**src/sv/glzw_pkg.sv**
```systemverilog
// Shared types, codes and constants for the GIF LZW pixel decoder.
package glzw_pkg;

    localparam int DICT_ENTRIES_DEF  = 4096;
    localparam int STACK_DEPTH_DEF   = 4096;
    localparam int MAX_CODE_BITS_DEF = 12;

    localparam int CODE_W  = 12;
    localparam int COUNT_W = 13;
    localparam int DICT_W  = 32;

    localparam logic [1:0] OP_START  = 2'd0;
    localparam logic [1:0] OP_PUSH   = 2'd1;
    localparam logic [1:0] OP_PULL   = 2'd2;
    localparam logic [1:0] OP_UNUSED = 2'd3;

    typedef enum logic [3:0]
    {
        K_START = 4'b0001,
        K_PUSH  = 4'b0010,
        K_PULL  = 4'b0100,
        K_NOP   = 4'b1000
    } kind_t;

    typedef struct packed
    {
        kind_t      kind;
        logic [7:0] data;
    } item_t;

    typedef struct packed
    {
        logic               busy;
        logic [COUNT_W-1:0] stack_count;
        logic               stop_seen;
    } back_status_t;

endpackage

```
**src/sv/glzw_front.sv**
```systemverilog
// Front end: accepts input beats, classifies the opcode and queues items.
module glzw_front
    import glzw_pkg::*;
(
    input  logic       clk,
    input  logic       rst_n,
    input  logic       in_valid,
    output logic       in_stall,
    input  logic [1:0] opcode,
    input  logic [7:0] data_byte,
    output logic       q_valid,
    output item_t      q_item,
    input  logic       q_pop
);

    item_t       slot_reg [2];
    logic        wr_ptr_reg, wr_ptr_next;
    logic        rd_ptr_reg, rd_ptr_next;
    logic [1:0]  fill_reg, fill_next;
    logic        push;
    logic        pop;
    item_t       incoming;

    always_comb
    begin
        unique case (opcode)
            OP_START: incoming.kind = K_START;
            OP_PUSH:  incoming.kind = K_PUSH;
            OP_PULL:  incoming.kind = K_PULL;
            default:  incoming.kind = K_NOP;
        endcase
        incoming.data = data_byte;
    end

    assign in_stall = (fill_reg == 2'd2);
    assign push     = in_valid && !in_stall;
    assign q_valid  = (fill_reg != 2'd0);
    assign q_item   = slot_reg[rd_ptr_reg];
    assign pop      = q_pop && q_valid;

    always_comb
    begin
        wr_ptr_next = push ? !wr_ptr_reg : wr_ptr_reg;
        rd_ptr_next = pop ? !rd_ptr_reg : rd_ptr_reg;
        fill_next   = fill_reg + {1'b0, push} - {1'b0, pop};
    end

    always_ff @(posedge clk or negedge rst_n)
    begin
        if (!rst_n)
        begin
            wr_ptr_reg <= 1'b0;
            rd_ptr_reg <= 1'b0;
            fill_reg   <= 2'd0;
        end
        else
        begin
            wr_ptr_reg <= wr_ptr_next;
            rd_ptr_reg <= rd_ptr_next;
            fill_reg   <= fill_next;
        end
    end

    always_ff @(posedge clk)
    begin
        if (push)
        begin
            slot_reg[wr_ptr_reg] <= incoming;
        end
    end

endmodule

```
**config.mk**
```make
export PLATFORM = sky130hd
export DESIGN_NAME = glzw_front
export DESIGN_NICKNAME = d
export VERILOG_FILES = /design/src/sv/glzw_pkg.sv /design/src/sv/glzw_front.sv
export SDC_FILE = /design/constraint.sdc
export NUM_CORES = 1
export LEC_CHECK = 0
export ABC_AREA = 1
export ABC_CLOCK_PERIOD_IN_PS = 1960
export BUFFER_PORTS_ARGS = -buffer_cell sky130_fd_sc_hd__buf_2
export CAP_MARGIN = 25
export CORE_MARGIN = 8
export CORE_UTILIZATION = 51
export CTS_CLUSTER_DIAMETER = 200
export CTS_CLUSTER_SIZE = 8
export DETAILED_ROUTE_END_ITERATION = 8
export PLACE_DENSITY = 0.77
export SLEW_MARGIN = 20
export SYNTH_ARGS = -nofsm -noshare
export SYNTH_HDL_FRONTEND = slang
export SYNTH_SLANG_ARGS = --single-unit
```
**constraint.sdc**
```tcl
create_clock -name clk -period 1.96 [get_ports clk]
set_clock_uncertainty 0.1 [all_clocks]
set_input_delay 0.49 -clock clk [delete_from_list [all_inputs] [get_ports clk]]
set_output_delay 0.49 -clock clk [all_outputs]
set_load 0.01 [all_outputs]
```
After elaboration in Yosys (flattened, before gate mapping)
Memory sizes are Yosys's and may differ from the RTL's.
Cells that the tools add are included.
- word-level logic and storage cells: 19
- RAM bits: 24
- output and inout bits: 14
- bits in latches: 0
- memories kept: 1
- register bits after elaboration: 4
- bits in read-only memories: 0
- bitwise operators: 0
- reductions and logical operators: 7
- $lt $le $gt $ge: 0
- add/sub/neg operators: 2
- multiplexer cells: 3
- divide/modulo/power cells: 0
- equality and inequality tests: 3
- multipliers: 0
- shift-type cells: 0
- memory list (name ; words ; width ; read ports ; clocked after Yosys merged registers in ; write ports ; RTL line ; source):
    slot_reg ; 2 ; 12 ; 1 ; 0 ; 1 ; glzw_front.sv:16 ; item_t slot_reg [2];
- operator list (kind ; number):
    $pmux 4 s3 ; 1
    $eq 2x2->1 const B ; 2
    $logic_not 1->1 ; 3
    $add 2x1->2 ; 1
    $eq 2x1->1 const B ; 1
    $logic_and 1x1->1 ; 2
    $logic_not 2->1 ; 1
    $mux 1 ; 2
    $reduce_bool 2->1 ; 1
    $sub 2x1->2 ; 1

Depth between registers and ports, before layout
Gate-level depths: netlist of the first run.
- depth after elaboration: 5
- gate-level depth with buffers: 10

Worst setup path before layout of the first run
Ideal clock, no wire load.
- kind: input to register
- from: in in_valid
- to: mem slot_reg[1][0] (netlist bit) (enable)
- slack: 0.378 ns
- stages on the path: 2
- buffers on the path: 0
- library setup time: 0.380 ns
- arrival: 1.102 ns
- cell sequence: nand2_1 > nor2_1
- longest elaborated chain between the ends: 3
- ends and longest elaborated chain (item ; RTL line ; source):
    from (decl) ; glzw_front.sv:7 ; input logic in_valid,
    $logic_and 1x1->1 ; glzw_front.sv:36 ; assign push = in_valid && !in_stall;
    $mux 1 ; glzw_front.sv:66 ; if (push)
    $mux 1 (implied by the code) ; glzw_front.sv:68 ; slot_reg[wr_ptr_reg] <= incoming;
    to (decl) ; glzw_front.sv:16 ;
Every way passes these cells.

==> results of run 1 <==
## path summary, 6_finish.rpt
check,start,to,depth (start not counted)
min reg2reg,wr_ptr_reg,wr_ptr_reg,2
max reg2reg,fill_reg[1],fill_reg[1],10
max,rd_ptr_reg,q_item[3],4
max in group asynchronous,rst_n,wr_ptr_reg,2
min in group asynchronous,rst_n,fill_reg[0],2
min,data_byte[7],slot_reg[1][7],1
## per-layer routing
metal	routed length, µm	global-route usage, %	vias up	part of all wire [%]
met4	16	5.13	0	0.83
li1	-	-	386	-
met5	0	0	-	0
met3	154	3.71	2	8.0
met1	676	7.72	340	35
met2	1070	20.2	21	56
## cell usage in the layout, fill, tap and decap left out
cell / netlist / routed
buf_2: 0 / 27
buf_4: 1 / 2
bufinv_16: 0 / 1
clkbuf_4: 0 / 3
dfrtp_1: 4 / 4
dlygate4sd3_1: 0 / 1
edfxtp_1: 24 / 24
ha_1: 2 / 2
inv_1: 12 / 12
inv_2: 1 / 1
nand2_1: 50 / 50
nand3_1: 3 / 3
nor2_1: 4 / 4
## area by class of cell
class / instances / area, µm²
Tap cell: 28 / 35.0
Multi-Input combinational cell: 59 / 243
Clock buffer: 3 / 22.5
Timing Repair Buffer: 30 / 160
Inverter: 13 / 48.8
Clock inverter: 1 / 30.0
Sequential cell: 28 / 821
Fill cell: 190 / 788
## metrics by stage
| stage | utilization, % | worst slack [ps] |
|---|---|---|
| after floorplan | - | 378 |
| after global placement | 60.4 | 449 |
| after detailed placement | 60.4 | 366 |
| after CTS | 63.3 | 149 |
| after global routing | 63.3 | 63.0 |
| final | 63.3 | 149 |
## cells by family (layout without fill, tap and decap cells)
group,count (synthesis),count (layout),synth area share (%)
and+or+nand+nor,57,57,19.2
DFF,28,28,72.6
buffers and inverters,15,47,5.97
adders and majority gates,2,2,2.21
## power groups by stage
stage          Combinational [mW]  Sequential [mW]  Clock, mW
2_1_floorplan               0.463            0.882          0
3_3_place_gp                0.688            0.880          0
3_5_place_dp                0.725            0.887          0
4_1_cts                     0.727            0.873      0.370
5_1_grt                     0.805            0.890      0.388
6_report                    0.706            0.873      0.366
==> flow_metrics.tcl, run 1 <==
set metrics [dict create \
    status "finished, final reports clean" \
    drive_gt1_share_pct 25.4 \
    cp_top_family "flip-flops" \
    cp_max_fo 13 \
    final_area_mm2 0.00136 \
    ctsResizeCount 0 \
    portBuffers 27 \
    critPathArrivalTime_ps 1220 \
    grt_pass1_wl_mm 3.14 \
    largest_reg_flops 24 \
    dieArea_mm2 0.00398 \
    first_iter_violations 22 \
    wl_mm 1.92 \
    fin_tns_setup_ps 0 \
    path_clk_slew_ps 140 \
    cp_cell_sequence "inv_2 > nand2_1 > nand2_1 > buf_2" \
    ys_ff_latch 28 \
    synth_top_area_share_pct 63.7 \
    cts_root_buf "clkbuf_4" \
    cts_tree "built" \
    globalRoute.totalOverflow 0 \
    drc 0 \
    core_area_mm2 0.00215 \
    synth_edf_count 24 \
    num_vias 749 \
    die_w_um 63.1 \
    worstSkewPairLatency_ps 320 \
    syn_inst 102 \
    cts_setup_buffers 0 \
    cts.sinks 28 \
    wl_per_cell_um 11.8 \
    synth_top_cells_by_count "nand2_1 (50), edfxtp_1 (24), inv_1 (12), dfrtp_1 (4), nor2_1 (4)" \
    rsz0062_at_grt "no" \
    placed_area_mm2 0.00130 \
    drv_slew 0 \
    num_rows 17 \
    first_pass_iters 4 \
    clock_power_share_pct 18.8 \
    synth.distinct_cells 10 \
    reg2reg_slack_ps 410 \
    syn_to_final_growth_pct 20.2 \
    grt_pass1_vias 793 \
    internal-power_mw 1.28 \
    cp-end-kind "output port" \
    yosys-top-cells-area "edfxtp_1 (64%), nand2_1 (17%), dfrtp_1 (8.8%), inv_1 (4.0%), ha_1 (2.2%)" \
    critPathMaxStageDelay_ps 430 \
    initial_core_util_pct 52.6 \
    start_kind "flop" \
    cp.required_ps 1370 \
    async_flop_share_pct 14.3 \
    pwr-share-seq_pct 44.9 \
    hpwl_mm 1.41 \
    p_comb_share_pct 36.3 \
    cap_violations 0 \
    stdcell_count 162 \
    place.gp.congestion 0.779 \
    hold_slack_ps 251 \
    viasPerCell 4.62 \
    setup_viol 0 \
    clk_path_buf_depth 2 \
    slew-limit-headroom_pct 69.2 \
    htreeDepth 1 \
    fin_nets 151 \
    synth_area_mm2 0.00113 \
    fin_crit_ps 1810 \
    critical_path_class "reg -> out" \
    dp_cells 157 \
    power_density_mw_per_mm2 1430 \
    n_antenna_cell 0 \
    crit_buf_inv 2 \
    max_freq_ghz 0.552 \
    crit_top_cell "nand2_1" \
    period_share_pct 92.4 \
    max-vdd-ir-drop_uv 1050 \
    critPathSlowestCell "dfrtp_1" \
    power.total_mw 1.95 \
    hold_violations 0 \
    ys_seq_area_share_pct 72.6 \
    ctsHoldBuffers 1 \
    grt_max_degree 17 \
    power_switching_mw 0.665 \
    hold_class "in -> reg" \
    fp.dieH_um 63.1 \
    ant_nets 0 \
    grt_antenna_before_repair 0 \
    switching_share_pct 34.2 \
    yosys_warnings 0 \
    cts_buffers 3 \
    synth.largest_area_cell "edfxtp_1" \
    grtUsageTotal_pct 9.96 \
    yosysMostFrequentCell "nand2_1" \
    ios 28 \
    p_leak_nw 0.671 \
    tightest_slew_ps 462 \
    syn-num-nets 118 \
    synth_ff_type "edfxtp_1" \
    synth.avg_cell_area_um2 11.1 \
]
(Power assumes the default switching activity.)
==> run 2: changes to the inputs <==
--- a/config.mk
+++ b/config.mk
@@ -5,16 +5,15 @@
 export SDC_FILE = /design/constraint.sdc
 export NUM_CORES = 1
 export LEC_CHECK = 0
-export ABC_AREA = 1
 export ABC_CLOCK_PERIOD_IN_PS = 1960
 export BUFFER_PORTS_ARGS = -buffer_cell sky130_fd_sc_hd__buf_2
 export CAP_MARGIN = 25
 export CORE_MARGIN = 8
-export CORE_UTILIZATION = 51
+export CORE_UTILIZATION = 50
 export CTS_CLUSTER_DIAMETER = 200
 export CTS_CLUSTER_SIZE = 8
 export DETAILED_ROUTE_END_ITERATION = 8
-export PLACE_DENSITY = 0.77
+export PLACE_DENSITY_LB_ADDON = 0.1
 export SLEW_MARGIN = 20
 export SYNTH_ARGS = -nofsm -noshare
 export SYNTH_HDL_FRONTEND = slang
==> run 2 against run 1 <==
Effect of this change:
- first-iteration DRC count fell by 86%
- sequential cell count did not move
- die area fell by 1.2%
- sequential power rose by 2%
- maximum frequency fell by 4.7%
- highest routed layer unchanged
==> flow_metrics.tcl, run 2 <==
set metrics [dict create \
    status "finished, final reports clean" \
    core_area_mm2 0.00213 \
    fp.dieH_um 62.7 \
    ys_seq_area_share_pct 75.2 \
    synth_area_mm2 0.00109 \
    initial_core_util_pct 51.3 \
    worst_slack_ps 58.7 \
    grt_pass1_wl_mm 2.80 \
    ios 28 \
    drv_slew 0 \
    syn-num-nets 75 \
    r2r-start "fill_reg[1]" \
    hpwl_mm 1.17 \
    synth.distinct_cells 16 \
    num_rows 17 \
    die_w_um 62.7 \
    placed_area_mm2 0.00127 \
    mostFrequentLayoutCells "buf_2 (27), edfxtp_1 (24), mux2_2 (12)" \
    drive_gt1_share_pct 53.2 \
    cap_violations 0 \
    globalRoute.totalOverflow 0 \
    max-vdd-ir-drop_uv 748 \
    ant_nets 0 \
    dieArea_mm2 0.00393 \
    async_flop_share_pct 14.3 \
    first_pass_iters 2 \
    grt_pass1_vias 659 \
    yosys_warnings 0 \
    slew-limit-headroom_pct 88.5 \
    wl_per_cell_um 13.5 \
    utilization_pct 62.6 \
    hold_class "in -> reg" \
    fin_crit_ps 1900 \
    cts_root_buf "clkbuf_4" \
    cp-end-kind "output port" \
    cts.sinks 28 \
    reg2reg_depth 7 \
    syn_inst 59 \
    critical_path_class "reg -> out" \
    synth_top_cells_by_count "edfxtp_1 (24), mux2_2 (12), dfrtp_1 (4), xnor2_1 (3)" \
    fin_tns_setup_ps 0 \
    wl_mm 1.65 \
    critPathArrivalTime_ps 1310 \
    grtUsageTotal_pct 9.03 \
    yosysMostFrequentCell "edfxtp_1" \
    clk_path_buf_depth 2 \
    place.gp.congestion 0.700 \
    syn_to_final_growth_pct 22.1 \
    tightest_slew_ps 173 \
    largest_reg_flops 24 \
    period_share_pct 97.0 \
    worstSkewPairLatency_ps 310 \
    synth.largest_area_cell "edfxtp_1" \
    viasPerCell 4.78 \
    rsz0062_at_grt "yes" \
    final_common_cell "buf_2" \
    hold_depth 1 \
    grt_antenna_before_repair 0 \
    startpoint "rd_ptr_reg" \
    n_antenna_cell 0 \
    setup_viol 0 \
    cp.required_ps 1370 \
    cp_max_fo 7 \
    wirelength_met1_um 655 \
    max_freq_ghz 0.526 \
    first_iter_violations 3 \
    ys_ff_latch 28 \
    worstHoldStart "data_byte[6]" \
    synth.avg_cell_area_um2 18.5 \
    wl_met3_um 86 \
    power_density_mw_per_mm2 1360 \
    wl_met2_um 881 \
    start_kind "flop" \
    htreeDepth 1 \
    drc 0 \
    path_clk_slew_ps 120 \
    stdcell_count 122 \
    dpl_worst_slack_ps 141 \
    dp_cells 115 \
    cts_tree "built" \
    hold_violations 0 \
    grt_max_degree 15 \
    dr.max_layer_used "met4" \
    num_vias 583 \
    final_area_mm2 0.00133 \
    synth_edf_count 24 \
    synth_top_area_share_pct 66.1 \
    p_leak_nw 0.539 \
    fin_nets 112 \
    yosys-top-cells-area "edfxtp_1 (66%), mux2_2 (12%), dfrtp_1 (9.2%), xnor2_1 (2.4%), ha_1 (2.3%)" \
    synth_ff_type "edfxtp_1" \
    portBuffers 27 \
    cts_buffers 3 \
    nFillCells 170 \
]
## run 2: changes by cell type after synthesis, sizes merged
cell / before / now
and3: 0 / 1
or2: 0 / 1
xnor2: 0 / 3
and2: 0 / 2
nor2b: 0 / 2
nand2b: 0 / 1
nor2: 4 / 2
buf: 2 / 1
nand3: 3 / 0
nand2: 50 / 1
xor2: 0 / 1
mux2: 0 / 12
inv: 13 / 2
## run 2: final timing paths
kind | to | slack, ps
min | slot_reg[0][6] | 260
max in group asynchronous | rd_ptr_reg | 1230
max | q_item[11] | 60
min reg2reg | wr_ptr_reg | 400
max reg2reg | fill_reg[1] | 160
min in group asynchronous | fill_reg[1] | 390
## run 2: routing by layer
metal | up-vias | track usage (%)
met2 | 14 | 16.0
li1 | 286 | -
met4 | 0 | 6.84
met3 | 4 | 2.69
met1 | 279 | 8.52
met5 | - | 0
## run 2: stage by stage
step / power (mW) / hold slack (ps)
floorplan: 1.34 / 94.4
global placement: 1.55 / 203
detailed placement: 1.56 / 203
CTS: 1.82 / 250
global route: 1.94 / 239
finish: 1.81 / 263
## run 2: cell families after synthesis
logic type	share of synthesized area, %
multiplexers	12.4
AND/OR/NAND/NOR	5.51
XOR/XNOR	3.21
flip-flops	75.2
adder cells (fa/ha/maj)	2.29
buffers and inverters	1.38
## run 2: where the power goes
group,switching [mW],total (mW),internal (mW),leakage (nW)
sequential,0.0575,0.887,0.830,0.270
combinational,0.337,0.714,0.377,0.255
clock,0.140,0.212,0.0718,0.0138
total,0.535,1.81,1.28,0.539
## run 2: final cells by class
cell class	count	area [µm²]	area share (%)
Timing Repair Buffer	33	190	14.3
Tap cell	28	35.0	2.63
Sequential cell	28	822	61.7
Clock buffer	3	22.5	1.69
Inverter	2	7.51	0.563
Multi-Input combinational cell	28	255	19.2
## run 2: repair_timing
item	in CTS	in global routing
hold buffers	1	0
setup endpoints to repair	12	11
hold endpoints to repair	4	0
gates resized for setup	1	4
setup buffers	3	0
## run 2: worst max-delay path: stages (launching register included)
cell     delay [ps]
dfrtp_2         400
buf_6           140
mux2_2          330
buf_2           140
==> run 3: changes to the inputs <==
--- a/config.mk
+++ b/config.mk
@@ -9,7 +9,8 @@
 export BUFFER_PORTS_ARGS = -buffer_cell sky130_fd_sc_hd__buf_2
 export CAP_MARGIN = 25
 export CORE_MARGIN = 8
-export CORE_UTILIZATION = 50
+export CORE_UTILIZATION = 53
+export CTS_BUF_LIST = sky130_fd_sc_hd__clkbuf_4 sky130_fd_sc_hd__clkbuf_8
 export CTS_CLUSTER_DIAMETER = 200
 export CTS_CLUSTER_SIZE = 8
 export DETAILED_ROUTE_END_ITERATION = 8
==> run 3 against run 2 <==
Effect of this change:
- final area grew 10%
- die area fell by 4.2%
- register-to-register slack barely moved
- first-iteration DRC count grew to 5.0 times the previous value
- critical path type unchanged
- non-clock buffer count up 2
==> flow_metrics.tcl, run 3 (synthesis results as in run 2) <==
set metrics [dict create \
    htreeDepth 1 \
    cts.sinks 28 \
    mostFrequentLayoutCells "edfxtp_1 (24), buf_2 (15), buf_6 (13)" \
    worstSkewPairLatency_ps 310 \
    critPathMaxStageDelay_ps 420 \
    fin_crit_ps 1940 \
    place.gp.congestion 0.704 \
    ff_latch_area_um2 822 \
    cp.required_ps 1370 \
    syn_to_final_growth_pct 34.7 \
    cp_max_fo 7 \
    viasPerCell 4.86 \
    wl_per_cell_um 15.9 \
    core_area_mm2 0.00196 \
    ios 28 \
    rsz0062_at_grt "yes" \
    fin_tns_setup_ps 0 \
    critPathArrivalTime_ps 1350 \
    drive_gt1_share_pct 54.6 \
    max_freq_ghz 0.516 \
    fin_nets 114 \
    globalRoute.totalOverflow 0 \
    num_vias 603 \
    portBuffers 27 \
    grt_antenna_before_repair 0 \
    cts_buffers 3 \
    utilization_pct 74.9 \
    setup_viol 0 \
    n_antenna_cell 0 \
    clk_path_buf_depth 2 \
    slew-limit-headroom_pct 88.9 \
    wl_mm 1.97 \
    cts_root_buf "clkbuf_4" \
    hold_violations 0 \
    multi_input_area_um2 293 \
    p_leak_nw 0.623 \
    grt_pass1_wl_mm 2.90 \
    drv_slew 0 \
    die_w_um 61.4 \
    nFillCells 132 \
    power.total_mw 2.12 \
    path_clk_slew_ps 140 \
    hpwl_mm 1.29 \
    largest_reg_flops 24 \
    cap_violations 0 \
    first_pass_iters 2 \
    grt_pass1_vias 635 \
    dieArea_mm2 0.00377 \
    cts_tree "built" \
    ant_nets 0 \
    critPathSlowestCell "dfrtp_2" \
    initial_core_util_pct 55.6 \
    start_kind "flop" \
    grtUsageTotal_pct 10.8 \
    cp_cell_sequence "buf_8 > mux2_2 > buf_6" \
    fp.dieH_um 61.4 \
    num_rows 16 \
    grt_max_degree 16 \
    hold_class "in -> reg" \
    max-vdd-ir-drop_uv 893 \
    first_iter_violations 15 \
    drc 0 \
    cp-end-kind "output port" \
    status "finished, final reports clean" \
    period_share_pct 98.9 \
    power_density_mw_per_mm2 1440 \
    tightest_slew_ps 165 \
    critical_path_class "reg -> out" \
    final_common_cell "edfxtp_1" \
    hold_slack_ps 254 \
]
==> run 3: changes by cell type in the layout (fill, tap and decap cells not counted), sizes merged <==
cell and delta:
buf +2, clkbuf +1
==> run 3: path summary, 6_finish.rpt <==
| check | startpoint | endpoint | slack [ps] | depth (start not counted) |
|---|---|---|---|---|
| max | rd_ptr_reg | q_item[2] | 20 | 3 |
| min | data_byte[7] | slot_reg[1][7] | 250 | 1 |
| max reg2reg | fill_reg[1] | fill_reg[1] | 170 | 7 |
| min reg2reg | wr_ptr_reg | wr_ptr_reg | 410 | 1 |
| max in group asynchronous | rst_n | rd_ptr_reg | 1230 | 2 |
| min in group asynchronous | rst_n | fill_reg[0] | 400 | 2 |
==> run 3: what timing repair did <==
item,CTS,global route
endpoints found under the setup margin,12,12
hold endpoints to repair,4,0
gates cloned,0,0
gates resized for setup,2,25
buffers inserted,2,1
hold buffers,1,0
==> run 3: power by group <==
group | leakage [nW] | internal (mW) | switching, mW
clock | 0.0184 | 0.0934 | 0.155
sequential | 0.270 | 0.830 | 0.0659
combinational | 0.334 | 0.582 | 0.397
==> run 3: cell type report <==
cell class	instances	area share, %
Clock buffer	4	2.04
Inverter	2	0.511
Multi-Input combinational cell	28	19.9
Sequential cell	28	55.9
Tap cell	27	2.30
Timing Repair Buffer	35	19.3
==> run 3: critical path: cells and delay by family, from the launching register on <==
family / cells / cell delay [ps]
flops: 1 / 420
mux: 1 / 350
buf+inv: 2 / 260
==> run 3: layer usage <==
layer	routed length (µm)	vias up	track usage (%)
li1	-	291	-
met1	800	294	11.6
met2	1050	16	18.1
met3	111	2	3.97
met4	10	0	5.84
met5	0	-	0
==> run 3: metrics by stage <==
step | setup WS, ps | area [µm²] | instances
CTS | 11.4 | 1340 | 123
global route | -30.2 | 1470 | 124
global placement | 145 | 1280 | 116
detailed placement | 130 | 1280 | 116
finish | 20.6 | 1470 | 124
floorplan | 223 | 1090 | 59
